==> config.mk <==
export PLATFORM = sky130hd
export DESIGN_NAME = pooled_linked_list
export DESIGN_NICKNAME = d
export VERILOG_FILES = /design/src/pll_pkg.sv /design/src/pll_datapath.sv /design/src/pll_ctrl.sv /design/src/pooled_linked_list.sv
export SDC_FILE = /design/constraint.sdc
export NUM_CORES = 1
export LEC_CHECK = 0
export BUFFER_PORTS_ARGS = -buffer_cell sky130_fd_sc_hd__buf_2
export CAP_MARGIN = 10
export CORE_ASPECT_RATIO = 1.2
export CORE_MARGIN = 2
export CORE_UTILIZATION = 55
export CTS_CLUSTER_SIZE = 24
export DETAILED_ROUTE_END_ITERATION = 12
export HOLD_SLACK_MARGIN = 0.02
export PLACE_DENSITY = 0.7
export SLEW_MARGIN = 15
export SYNTH_ARGS = -nofsm -noshare
export SYNTH_HDL_FRONTEND = slang
export SYNTH_SLANG_ARGS = --single-unit
==> constraint.sdc <==
create_clock -name clk -period 6.05 [get_ports clk]
set_clock_uncertainty 0.05 [all_clocks]
set_input_delay 0.605 -clock clk [delete_from_list [all_inputs] [get_ports clk]]
set_output_delay 0.605 -clock clk [all_outputs]
set_load 0.05 [all_outputs]
==> src/pll_pkg.sv <==
// shared types, codes and defaults for the pooled linked list block
// used by pll_ctrl, pll_datapath and pooled_linked_list; no dependencies
`timescale 1ns / 1ps
`default_nettype none

package pll_pkg;

  // default sizing
  localparam int POOL_SIZE_DEF = 16;
  localparam int KEY_WIDTH_DEF = 32;

  // fixed field widths
  localparam int ITEM_W   = 32;
  localparam int STATUS_W = 3;
  localparam int SLOT_W   = 4;

  // operation codes
  localparam logic OP_ADD    = 1'b0;
  localparam logic OP_REMOVE = 1'b1;

  // result status codes
  localparam logic [STATUS_W-1:0] ST_ADDED     = 3'd0;
  localparam logic [STATUS_W-1:0] ST_FULL      = 3'd1;
  localparam logic [STATUS_W-1:0] ST_REMOVED   = 3'd2;
  localparam logic [STATUS_W-1:0] ST_NOT_FOUND = 3'd3;
  localparam logic [STATUS_W-1:0] ST_ZERO      = 3'd4;

  // input request payload
  typedef struct packed {
    logic              operation;
    logic [ITEM_W-1:0] item_value;
  } in_t;

  // result payload
  typedef struct packed {
    logic [STATUS_W-1:0] status;
    logic [SLOT_W-1:0]   slot_index;
  } out_t;

  // which slot number goes with a result
  typedef enum logic [1:0] {
    RES_NONE,
    RES_SCAN,
    RES_CUR
  } res_sel_t;

  // controller to datapath commands
  typedef struct packed {
    logic                load;
    logic                scan_next;
    logic                add_write;
    logic                walk_next;
    logic                unlink;
    logic                set_res;
    logic [STATUS_W-1:0] res_status;
    res_sel_t            res_sel;
    logic                emit;
  } cmd_t;

  // datapath to controller status
  typedef struct packed {
    logic in_op;
    logic in_key_zero;
    logic head_zero;
    logic scan_used;
    logic scan_last;
    logic match;
    logic link_zero;
    logic out_free;
  } stat_t;

endpackage

`default_nettype wire

==> src/pll_datapath.sv <==
// datapath: head, slot used bits, slot key and link memories, result register
// depends on pll_pkg; driven by pll_ctrl commands
`timescale 1ns / 1ps
`default_nettype none

module pll_datapath #(
  parameter int POOL_SIZE = pll_pkg::POOL_SIZE_DEF,
  parameter int KEY_WIDTH = pll_pkg::KEY_WIDTH_DEF
) (
  input  wire logic          clk,
  input  wire logic          rst_n,
  input  wire pll_pkg::in_t  in_data,
  input  wire pll_pkg::cmd_t cmd,
  output pll_pkg::stat_t     stat,
  output logic               out_valid,
  input  wire logic          out_ready,
  output pll_pkg::out_t      out_data
);

  localparam int IDX_W = (POOL_SIZE > 2) ? $clog2(POOL_SIZE) : 1;
  localparam int KEY_W = (KEY_WIDTH < pll_pkg::ITEM_W) ? KEY_WIDTH : pll_pkg::ITEM_W;
  localparam logic [IDX_W-1:0] LAST_SLOT = IDX_W'(POOL_SIZE - 1);

  // list state
  logic [IDX_W-1:0]     head_r;
  logic [POOL_SIZE-1:0] used_r;
  logic [KEY_W-1:0]     val_mem [POOL_SIZE];
  logic [IDX_W-1:0]     link_mem [POOL_SIZE];

  // per request registers
  logic [KEY_W-1:0] key_r;
  logic [IDX_W-1:0] scan_r;
  logic [IDX_W-1:0] cur_r;
  logic [IDX_W-1:0] prev_r;
  logic [KEY_W-1:0] rd_val_r;
  logic [IDX_W-1:0] rd_link_r;
  logic [pll_pkg::STATUS_W-1:0] res_status_r;
  logic [IDX_W-1:0]             res_slot_r;
  pll_pkg::out_t out_r;
  logic          out_valid_r;

  logic [KEY_W-1:0] in_key;
  logic [IDX_W-1:0] rd_addr;
  logic             link_we;
  logic [IDX_W-1:0] link_waddr;
  logic [IDX_W-1:0] link_wdata;

  assign in_key  = in_data.item_value[KEY_W-1:0];
  assign rd_addr = cmd.load ? head_r : rd_link_r;

  // status back to the controller
  always_comb begin
    stat.in_op       = in_data.operation;
    stat.in_key_zero = (in_key == '0);
    stat.head_zero   = (head_r == '0);
    stat.scan_used   = used_r[scan_r];
    stat.scan_last   = (scan_r == LAST_SLOT);
    stat.match       = (rd_val_r == key_r);
    stat.link_zero   = (rd_link_r == '0);
    stat.out_free    = !out_valid_r || out_ready;
  end

  // link memory write port, shared by add and unlink
  always_comb begin
    link_we    = cmd.add_write || (cmd.unlink && (prev_r != '0));
    link_waddr = cmd.add_write ? scan_r : prev_r;
    link_wdata = cmd.add_write ? head_r : rd_link_r;
  end

  // slot memories: one write and one registered read a cycle
  always_ff @(posedge clk) begin
    if (cmd.add_write) begin
      val_mem[scan_r] <= key_r;
    end
    if (link_we) begin
      link_mem[link_waddr] <= link_wdata;
    end
    if (cmd.load || cmd.walk_next) begin
      rd_val_r  <= val_mem[rd_addr];
      rd_link_r <= link_mem[rd_addr];
    end
  end

  // head and used bits
  always_ff @(posedge clk) begin
    if (!rst_n) begin
      head_r <= '0;
      used_r <= '0;
    end else begin
      if (cmd.add_write) begin
        head_r         <= scan_r;
        used_r[scan_r] <= 1'b1;
      end
      if (cmd.unlink) begin
        used_r[cur_r] <= 1'b0;
        if (prev_r == '0) begin
          head_r <= rd_link_r;
        end
      end
    end
  end

  // request key, free slot scan and chain walk pointers
  always_ff @(posedge clk) begin
    if (cmd.load) begin
      key_r  <= in_key;
      scan_r <= IDX_W'(1);
      cur_r  <= head_r;
      prev_r <= '0;
    end
    if (cmd.scan_next) begin
      scan_r <= scan_r + IDX_W'(1);
    end
    if (cmd.walk_next) begin
      prev_r <= cur_r;
      cur_r  <= rd_link_r;
    end
    if (cmd.set_res) begin
      res_status_r <= cmd.res_status;
      case (cmd.res_sel)
        pll_pkg::RES_SCAN: res_slot_r <= scan_r;
        pll_pkg::RES_CUR:  res_slot_r <= cur_r;
        default:           res_slot_r <= '0;
      endcase
    end
  end

  // result register
  always_ff @(posedge clk) begin
    if (!rst_n) begin
      out_valid_r <= 1'b0;
    end else if (cmd.emit) begin
      out_valid_r <= 1'b1;
    end else if (out_ready) begin
      out_valid_r <= 1'b0;
    end
  end

  always_ff @(posedge clk) begin
    if (cmd.emit) begin
      out_r.status     <= res_status_r;
      out_r.slot_index <= pll_pkg::SLOT_W'(res_slot_r);
    end
  end

  assign out_valid = out_valid_r;
  assign out_data  = out_r;

endmodule

`default_nettype wire

==> src/pll_ctrl.sv <==
// controller: sequences add scans, remove walks and result hand-off
// depends on pll_pkg; drives pll_datapath through cmd_t
`timescale 1ns / 1ps
`default_nettype none

module pll_ctrl (
  input  wire logic           clk,
  input  wire logic           rst_n,
  input  wire logic           in_valid,
  output logic                in_ready,
  input  wire pll_pkg::stat_t stat,
  output pll_pkg::cmd_t       cmd
);

  typedef enum logic [1:0] {
    S_IDLE,
    S_SCAN,
    S_WALK,
    S_EMIT
  } state_t;

  state_t state_r;
  state_t state_nxt;

  // next state and commands
  always_comb begin
    state_nxt      = state_r;
    cmd            = '0;
    cmd.res_status = pll_pkg::ST_NOT_FOUND;
    cmd.res_sel    = pll_pkg::RES_NONE;
    in_ready       = 1'b0;
    case (state_r)
      S_IDLE: begin
        in_ready = 1'b1;
        if (in_valid) begin
          cmd.load = 1'b1;
          if (stat.in_op == pll_pkg::OP_ADD) begin
            if (stat.in_key_zero) begin
              cmd.set_res    = 1'b1;
              cmd.res_status = pll_pkg::ST_ZERO;
              state_nxt      = S_EMIT;
            end else begin
              state_nxt = S_SCAN;
            end
          end else if (stat.head_zero) begin
            cmd.set_res    = 1'b1;
            cmd.res_status = pll_pkg::ST_NOT_FOUND;
            state_nxt      = S_EMIT;
          end else begin
            state_nxt = S_WALK;
          end
        end
      end
      // look for the lowest free slot, one per cycle
      S_SCAN: begin
        if (!stat.scan_used) begin
          cmd.add_write  = 1'b1;
          cmd.set_res    = 1'b1;
          cmd.res_status = pll_pkg::ST_ADDED;
          cmd.res_sel    = pll_pkg::RES_SCAN;
          state_nxt      = S_EMIT;
        end else if (stat.scan_last) begin
          cmd.set_res    = 1'b1;
          cmd.res_status = pll_pkg::ST_FULL;
          state_nxt      = S_EMIT;
        end else begin
          cmd.scan_next = 1'b1;
        end
      end
      // compare one chain slot per cycle
      S_WALK: begin
        if (stat.match) begin
          cmd.unlink     = 1'b1;
          cmd.set_res    = 1'b1;
          cmd.res_status = pll_pkg::ST_REMOVED;
          cmd.res_sel    = pll_pkg::RES_CUR;
          state_nxt      = S_EMIT;
        end else if (stat.link_zero) begin
          cmd.set_res    = 1'b1;
          cmd.res_status = pll_pkg::ST_NOT_FOUND;
          state_nxt      = S_EMIT;
        end else begin
          cmd.walk_next = 1'b1;
        end
      end
      // hand the result over once the output register is free
      S_EMIT: begin
        if (stat.out_free) begin
          cmd.emit  = 1'b1;
          state_nxt = S_IDLE;
        end
      end
      default: begin
        state_nxt = S_IDLE;
      end
    endcase
  end

  always_ff @(posedge clk) begin
    if (!rst_n) begin
      state_r <= S_IDLE;
    end else begin
      state_r <= state_nxt;
    end
  end

endmodule

`default_nettype wire

==> src/pooled_linked_list.sv <==
// top level of the pooled linked list: controller plus datapath
// depends on pll_pkg, pll_ctrl and pll_datapath
`timescale 1ns / 1ps
`default_nettype none

// Keeps a singly linked list of nonzero keys in a pool of POOL_SIZE slots,
// slot 0 standing for the empty link. Each request gives one result. An add
// scans the used bits one slot per cycle up to the lowest free slot k (1 to
// POOL_SIZE-1); with no free slot the scan covers all POOL_SIZE-1 slots before
// full is reported. A zero key is refused without a scan. A remove compares
// the chain slots in turn, with one read of the slot memories per cycle. The
// last step of a request repeats while an earlier result still waits in the
// output register. One request is worked on at a time; a new one is taken
// while the previous result still waits in the output register. The used bits
// reset to all free; slot contents need no clearing.
module pooled_linked_list #(
  parameter int POOL_SIZE = pll_pkg::POOL_SIZE_DEF,
  parameter int KEY_WIDTH = pll_pkg::KEY_WIDTH_DEF
) (
  input  wire logic         clk,
  input  wire logic         rst_n,
  input  wire logic         in_valid,
  output logic              in_ready,
  input  wire pll_pkg::in_t in_data,
  output logic              out_valid,
  input  wire logic         out_ready,
  output pll_pkg::out_t     out_data
);

  pll_pkg::cmd_t  cmd;
  pll_pkg::stat_t stat;

  // sequencing
  pll_ctrl u_ctrl (
    .clk      (clk),
    .rst_n    (rst_n),
    .in_valid (in_valid),
    .in_ready (in_ready),
    .stat     (stat),
    .cmd      (cmd)
  );

  // list storage and result register
  pll_datapath #(
    .POOL_SIZE (POOL_SIZE),
    .KEY_WIDTH (KEY_WIDTH)
  ) u_datapath (
    .clk       (clk),
    .rst_n     (rst_n),
    .in_data   (in_data),
    .cmd       (cmd),
    .stat      (stat),
    .out_valid (out_valid),
    .out_ready (out_ready),
    .out_data  (out_data)
  );

endmodule

`default_nettype wire
* Word-level counts from Yosys, hierarchy flattened
Memories as Yosys holds them, arrays and structs flattened. A register that Yosys moved wholly into a read port is not among the register bits.
Cells that the tools add are included.
** Storage, ports and cells
- Bits in registers :: 81
- Bits in writable memories :: 576
- Input port bits :: 37
- Memories kept :: 2
** Operators by class
- Add/sub/neg operators :: 1
- Order comparisons :: 4
- Equal/unequal tests :: 11
- Mux-type cells :: 63
- Bitwise operators :: 3
- Reduce and logical (&&, ||, !) cells :: 17
** Memories
- u_datapath.val_mem :: words 16, width 32, rd ports 1, clocked after Yosys merged registers in 1, wr ports 1, RTL line pll_datapath.sv:27 : logic [KEY_W-1:0] val_mem [POOL_SIZE];
- u_datapath.link_mem :: words 16, width 4, rd ports 1, clocked after Yosys merged registers in 1, wr ports 1, RTL line pll_datapath.sv:28 : logic [IDX_W-1:0] link_mem [POOL_SIZE];
** Operators by type and width (number)
- 2-to-1 mux 4 bit :: 20
- 2-to-1 mux 16 bit :: 3
- equality test 32 bit :: 1
- logical NOT 32 bit :: 1
- 2-to-1 mux 1 bit :: 22
- 2-to-1 mux 2 bit :: 11
- AND 16 bit :: 1
- inverter 16 bit :: 1
- bitwise OR 16 bit :: 1
- logical NOT 4 bit :: 3
- case mux 4 bit (3 select lines) :: 1
- < comparator 4 x 5 -> 1 bit, second input constant :: 2
- demux 1 bit (select 4 bit) :: 2
- greater-or-equal comparator 4 x 1 -> 1 bit, second input constant :: 2
- case mux 2 bit (4 select lines) :: 1
- case mux 4 bit (2 select lines) :: 1
- equality test 2 bit, second input constant :: 3
- != test 3 bit, second input constant :: 2
- nonzero test 2 bit :: 3
- adder 4 x 1 -> 4 bit, second input constant :: 1
- binary-select mux 1 bit (select 4 bit) :: 1
- equality test 2 x 1 -> 1 bit, second input constant :: 2
- equality test 4 bit, second input constant :: 1
- != test 2 bit, second input constant :: 2
- 7 further kinds :: 11

* Logic depth before layout (Yosys ltp)
Gate-level depths: netlist of run 1.
- Word-level depth :: 9
- Gate-level depth with buffers :: 11
- Gate-level depth less buffers :: 9

* Cells and area by module
Synthesis of run 1 repeated with hierarchy kept, for this count alone.
** Second synthesis, totals
- Cell total of the unflattened synthesis :: 1505
- Area, all modules :: 27045.9 um^2
** By module, submodules not included
- pll_datapath :: instances 1, cells an instance 1457, area an instance 26666.8 um^2
- pll_ctrl :: instances 1, cells an instance 48, area an instance 379.1 um^2

* Worst setup path after synthesis of run 1
OpenSTA, ideal clock, no wires.
- Kind :: register to register
- From :: reg u_datapath.scan_r[0]
- To :: reg u_datapath.used_r[3]
- Data arrival time :: 4.133 ns
- Data required time :: 5.918 ns
- Setup slack :: 1.785 ns
- Cell stages (with the launch flop) :: 9
- Clock period less this slack :: 4.265 ns
- Cells stage by stage :: edfxtp_1 > buf_2 > inv_2 > mux4_2 > nand2_1 > clkbuf_1 > nor3b_1 > o21ai_0 > a31oi_1
** Between the ends
- Word-level cells in the longest chain between the ends :: 9
** Ends and longest elaborated chain
- from (decl) :: RTL line pll_datapath.sv:32 : logic [IDX_W-1:0] scan_r;
- from (signal assigned) :: RTL line pll_datapath.sv:112 : scan_r <= scan_r + IDX_W'(1);
- < comparator 4 x 5 -> 1 bit (not written as such) or greater-or-equal comparator 4 x 1 -> 1 bit (tied branches) :: RTL line pll_datapath.sv:92 : used_r[scan_r] <= 1'b1;
- logical AND 1 bit (not written as such) :: RTL line pll_datapath.sv:92
- 2-to-1 mux 1 bit (not written as such) :: RTL line pll_datapath.sv:92
- demux 1 bit (select 4 bit)
- bitwise OR 16 bit (no line)
- 2-to-1 mux 16 bit (*) :: RTL line pll_datapath.sv:90 : if (cmd.add_write) begin
- 2-to-1 mux 16 bit (*) :: RTL line pll_datapath.sv:86 : if (!rst_n) begin
- AND 16 bit (no line)
- 2-to-1 mux 16 bit (*) :: RTL line pll_datapath.sv:94 : if (cmd.unlink) begin
- to (signal assigned) :: RTL line pll_datapath.sv:88 : used_r <= '0;
- to (signal, indexed assignment) :: RTL line pll_datapath.sv:92
- to (signal, indexed assignment) :: RTL line pll_datapath.sv:95 : used_r[cur_r] <= 1'b0;
- to (decl) :: RTL line pll_datapath.sv:26 : logic [POOL_SIZE-1:0] used_r;
Mark *: on every way between the ends. The rest lies on a longest branch, timed or not. The select of a mux whose other input is x is not followed.
A chain may end at the register's enable or synchronous reset.

* Worst setup path in the final report of run 1
- From :: reg u_datapath.scan_r[1]
- To :: mem u_datapath.val_mem[12][17] (netlist name) (enable)
** Between the ends
- Word-level cells in the longest chain between the ends :: 6
** Ends and longest elaborated chain
- binary-select mux 1 bit (select 4 bit) :: RTL line pll_datapath.sv:56 : stat.scan_used = used_r[scan_r];
- 2-to-1 mux 1 bit (not written as such) :: RTL line pll_datapath.sv:56
- 2-to-1 mux 1 bit :: RTL line pll_ctrl.sv:56 : if (!stat.scan_used) begin
- 2-to-1 mux 2 bit :: RTL line pll_ctrl.sv:32 : case (state_r)
- 2-to-1 mux 1 bit :: RTL line pll_datapath.sv:72 : if (cmd.add_write) begin
- 2-to-1 mux 1 bit (not written as such) :: RTL line pll_datapath.sv:73 : val_mem[scan_r] <= key_r;
- to (decl) :: RTL line pll_datapath.sv:27
Several ways; a longest one is shown, not always the timed one. The select of a mux whose other input is x is not followed.

==> results of run 1 <==
logic make-up after synthesis:
family	after synthesis	share of synthesized area (%)
xor+xnor	34	1.09
mux	174	13.2
compound gates	146	3.72
buf+inv	75	1.41
fa+ha+maj	11	0.505
flops	693	75.6
simple gates	234	4.49
routing by layer:
layer,up-vias,GRT usage (%),wire length [um]
li1,5756,-,-
met1,7090,32.6,23800
met4,0,7.88,1300
met2,603,39.6,30000
met5,-,0,0
met3,77,3.34,4530
sequential cells by signal (all words and copies together), names as in the netlist:
| signal | count |
|---|---|
| u_datapath.val_mem | 512 |
| u_datapath.res_slot_r | 4 |
| u_datapath.out_valid | 1 |
| u_datapath.rd_val_r | 32 |
| u_datapath.res_status_r | 3 |
| u_ctrl.state_r | 2 |
| u_datapath.key_r | 32 |
| u_datapath.out_data | 7 |
| u_datapath.scan_r | 4 |
| u_datapath.link_mem | 64 |
| u_datapath.head_r | 4 |
| u_datapath.cur_r | 4 |
| u_datapath.prev_r | 4 |
| u_datapath.rd_link_r | 4 |
| u_datapath.used_r | 16 |
power by group through the flow:
| stage | clock network [uW] | registers [uW] | logic (uW) |
|---|---|---|---|
| after floorplan | 0 | 6420 | 2910 |
| after global placement | 0 | 6550 | 3880 |
| after detailed placement | 0 | 6580 | 3880 |
| after CTS | 4180 | 6480 | 3900 |
| after global routing | 4350 | 6540 | 4150 |
| final | 4130 | 6490 | 3840 |
cells in the final DEF, fill, tap and decap left out, types with 4 or more instances in the layout:
cell	instances
nor2b_1	10
mux4_2	146
clkbuf_1	8
buf_2	45
nor4_1	10
inv_1	9
bufinv_16	8
a21oi_1	20
ha_1	11
and2_1	43
mux2_1	5
mux2_2	7
buf_4	23
nand3_1	12
nor3b_2	4
nand2_1	84
clkinv_1	15
dfxtp_1	23
a211oi_1	39
mux2i_1	10
nand4_1	11
and3_2	4
clkinv_2	8
o21ai_0	13
o211a_1	9
and2_2	7
edfxtp_1	670
a31oi_1	47
mux2i_4	4
nor2_1	25
a22oi_1	4
xnor2_1	32
clkbuf_16	69
through the flow:
step                utilization, %  worst slack [ns]
floorplan                        -              1.79
global placement              57.6              2.27
detailed placement            57.6              2.25
CTS                           62.0              2.24
global route                  62.0              2.03
finish                        62.0              2.24
worst max path at each step:
stage / startpoint / endpoint / slack, ns
after floorplan: u_datapath.scan_r[0] / u_datapath.used_r[3] / 1.79
after global placement: in_valid / u_datapath.rd_val_r[19] / 2.27
after detailed placement: u_ctrl.state_r[0] / u_datapath.rd_val_r[27] / 2.25
after CTS: u_ctrl.state_r[0] / u_datapath.rd_val_r[27] / 2.24
after global routing: u_ctrl.state_r[0] / u_datapath.rd_val_r[30] / 2.03
final: u_datapath.scan_r[1] / u_datapath.val_mem[12][17] / 2.24
worst reg2reg max path, cell delays in order, from the launching register on:
cell and delay [ns]:
edfxtp_1 0.96, mux2i_1 0.40, nand2_1 0.15, a31oi_2 0.44
and3_1 0.28, and2_2 0.78, buf_4 0.42
layout make-up:
| class | count | area share (%) |
|---|---|---|
| clock buffers | 77 | 5.78 |
| clock inverters | 37 | 1.27 |
| inverters | 11 | 0.136 |
| multi-input cells | 599 | 20.9 |
| flip-flops and latches | 693 | 67.8 |
| well taps | 637 | 2.62 |
| repair buffers | 71 | 1.51 |
==> results.toml, run 1 <==
[run_status]
status = "completed"

[synthesis]
yosysSeqAreaShare_pct = 75.6
synth_cells = 1367
ys.flop_type = "edfxtp_1"
avgSynthCellArea_sq_um = 19.9
synth-seq-cells = 693
synth.most_common_cell = "edfxtp_1"
synth-edff-count = 670
syn_nets = 1415
ys_top_cells_by_count = "edfxtp_1 (670), mux4_2 (146), nand2_1 (84)"
synthArstFlopShare_pct = 0
ys_warn_count = 0
syn_area_sq_mm = 0.0272
synth_top_area_share_pct = 73.9
synth.area.top_cells = "edfxtp_1 (74%), mux4_2 (12%), dfxtp_1 (1.7%)"
yosysUniqueCellTypes = 58
synth.largest_area_cell = "edfxtp_1"

[sta]
period_needed_ns = 3.81
drv_slew = 0
fin_tns_setup_ns = 0
tightest_slew_ns = 1.08
max_freq_mhz = 263
relSlewSlack_pct = 27.7
rsz0062_at_grt = "false"
setup_viol = 0
hold_violations = 0
fin_crit_sh_pct = 62.9
hold_slack_ns = 0.153

[detailed_routing]
vias_per_cell = 6.37
first_iter_violations = 1527
wl_per_cell_um = 28.0
finalWirelength_um = 59600
ant_nets = 0
drt_first_pass_iters = 5
vias = 13500
drc_errors = 0

[critical_path]
crit_buf_inv = 1
worstPathArrival_ns = 4.03
path_class = "register to register"
path_cells = "mux2i_1, nand2_1, a31oi_2, and3_1, and2_2, buf_4"
critPathLaunchType = "register"
rr_endpoint = "u_datapath.val_mem[12][17]"
slowest_stage = "edfxtp_1"
path_depth = 6
cp_top_family = "simple AND/OR/NAND/NOR gates"
cp_max_fo = 21
r2r_slack_ns = 2.24
cp-end-kind = "register"
r2r-start = "u_datapath.scan_r[1]"
max_stage_delay_ns = 0.96
critPathRequiredTime_ns = 6.27
rr_worst_depth = 6

[power_and_ir_drop]
leakage_uw = 0.00980
p_sw_uw = 4300
p_comb_share_pct = 26.6
power_density_mw_per_mm2 = 476
pwr-share-seq_pct = 44.9
clock_power_share_pct = 28.5
power_uw = 14500
irDropWorstVdd_mv = 0.457
swShare_pct = 29.7
intPower_uw = 10200

[clocking]
clock-sinks = 693
clk_root_buffer_cell = "clkbuf_16"
cts_hold_buf = 0
cts_buffers = 66
cts_tree = "built"
max-clock-path-buffers = 3
worstSkewPairLatency_ns = 0.59
cts_resized = 0
clk_pin_slew_ns = 0.06
htree_num_levels = 3
post_cts_buffers = 0

[finish]
fin_area_sq_mm = 0.0304
antennaDiodeCount = 0
fillCellCount = 3373
area_delta_synth_final_pct = 11.5
regArea_sq_mm = 0.0206
nets = 1490
drive_gt1_share_pct = 23.6
layout.cells.non_filler = 2125
multi_input_area_sq_mm = 0.00636

[worst_hold_path]
hp-start = "in_data[25]"
min_to = "u_datapath.key_r[25]"
min_path_type = "primary input to register"
min_path_cells = 1

[grt]
grt_use_total_pct = 23.7
grt_pass1_vias = 13800
gr-total-overflow = 0
grt_pass1_wl_um = 88700
antenna_found_initial = 0
grt_max_degree = 113

[floorplan]
std_cell_rows = 89
io_pins = 46
die_h_um = 248
initial_utilization_pct = 55.6
dieArea_sq_mm = 0.0513
core_sq_mm = 0.0490
die_width_um = 207

[place]
place_congestion = 0.858
io_buffers = 45
place_hpwl_um = 32100
place_area_sq_mm = 0.0282
post-place-cells = 2011

[job]
drv_cap = 0
(Power assumes the default switching activity.)
==> run 2: changes to the inputs <==
- PLACE_DENSITY: 0.7 -> 0.73
- clock period: 6.05 -> 3.4 ns (I/O delays scaled with it)
==> results.toml, run 2 (synthesis gave the netlist of run 1 again) <==
[clocking]
cts_tree = "built"
clk_root_buffer_cell = "clkbuf_16"
htree_num_levels = 2
clock-sinks = 693
max-clock-path-buffers = 3
worstSkewPairLatency_ns = 0.62
post_cts_buffers = 0
cts_buffers = 60
clk_pin_slew_ns = 0.06

[finish]
final_common_cell = "edfxtp_1"
nets = 1583
largest_register_ffs = 512
drive_gt1_share_pct = 26.2
fin_area_sq_mm = 0.0313
mostFrequentLayoutCells = "edfxtp_1 (670), mux4_2 (146), nand2_1 (84)"
reg_top3 = "u_datapath.val_mem x512, u_datapath.link_mem x64"
regMostFlops = "u_datapath.val_mem"
area_delta_synth_final_pct = 15.0

[critical_path]
worstPathArrival_ns = 3.49
critPathLaunchType = "register"
cp_max_fo = 17
cp-end-kind = "register"
r2r-start = "u_datapath.key_r[23]"
path_class = "register to register"
critPathRequiredTime_ns = 3.67
startpoint = "u_datapath.key_r[23]"

[floorplan]
dieArea_sq_mm = 0.0513
core_sq_mm = 0.0490
initial_utilization_pct = 55.6
io_pins = 46
die_h_um = 248
std_cell_rows = 89
die_width_um = 207

[power_and_ir_drop]
power_density_mw_per_mm2 = 823
leakage_uw = 0.0103
irDropWorstVdd_mv = 0.499

[place]
place_ws_ns = 0.0936
place_hpwl_um = 33200
place_congestion = 0.860
io_buffers = 45
place_area_sq_mm = 0.0290

[job]
drv_cap = 0

[grt]
gr-total-overflow = 0
antenna_found_initial = 2
grt_pass1_wl_um = 89100
grt_max_degree = 65
grt_use_total_pct = 23.7
grt_pass1_vias = 14400

[detailed_routing]
drc_errors = 0
finalWirelength_um = 60600
vias_per_cell = 6.26
ant_nets = 0
vias = 13900
wl_per_cell_um = 27.3
first_iter_violations = 1498
drt_first_pass_iters = 5

[sta]
drv_slew = 0
hold_slack_ns = 0.118
hold_violations = 0
fin_crit_sh_pct = 94.7
relSlewSlack_pct = 52.4
setup_viol = 0
max_freq_mhz = 311
rsz0062_at_grt = "false"
tightest_slew_ns = 0.714
timing.final.ws_setup_ns = 0.182
period_needed_ns = 3.22

[worst_hold_path]
min_path_type = "primary input to register"
hp-start = "in_data[32]"

[run_status]
status = "completed"
-- run 2: report_power, final --
| part | internal [uW] | total, uW | switching, uW |
|---|---|---|---|
| Clock | 3900 | 6810 | 2920 |
| Sequential | 10800 | 11400 | 628 |
| Combinational | 3420 | 7530 | 4110 |
-- run 2: stage by stage --
step / instances / setup TNS, ns / power (uW) / utilization [%]
finish: 2220 / 0 / 25800 / 63.9
global placement: 2077 / 0 / 19000 / 59.2
global route: 2219 / 0 / 26800 / 63.9
CTS: 2219 / 0 / 25900 / 63.9
floorplan: 1367 / -109.74 / 16600 / -
detailed placement: 2077 / 0 / 19100 / 59.2
-- run 2: layer usage --
layer	wire [um]	GRT usage (%)	up-vias
met2	30800	40.8	589
met5	10	0	-
li1	-	-	5948
met4	2090	8.72	2
met3	4460	3.92	123
met1	23200	31.0	7241
-- run 2: worst paths after layout --
kind              depth (start not counted)  slack, ns                         to
setup reg to reg                          8       0.18  u_datapath.link_mem[8][1]
hold reg to reg                           0       0.38     u_datapath.out_data[0]
setup / recovery                          8       0.18  u_datapath.link_mem[8][1]
hold / removal                            4       0.12          u_ctrl.state_r[0]
-- run 2: cell type report --
class | count | area, sq um
Sequential cell | 693 | 20600
Fill cell | 3240 | 17700
Multi-Input combinational cell | 599 | 6360
Clock buffer | 79 | 1630
Timing Repair Buffer | 170 | 1580
Tap cell | 637 | 797
Clock inverter | 30 | 325
Inverter | 11 | 41.3
Antenna cell | 1 | 2.50
-- run 2: worst max-delay path: stages (launching register included) --
cell,delay (ns)
edfxtp_1,0.62
xnor2_1,0.48
nand4_1,0.23
nor4_4,0.33
buf_4,0.20
and4_1,0.30
nand4b_1,0.30
a21oi_1,0.26
buf_4,0.16
-- run 2: timing repair --
action	in CTS	in global routing
hold endpoints to repair	33	0
setup endpoints to repair	0	4
hold buffers	33	0
resized for setup	0	1
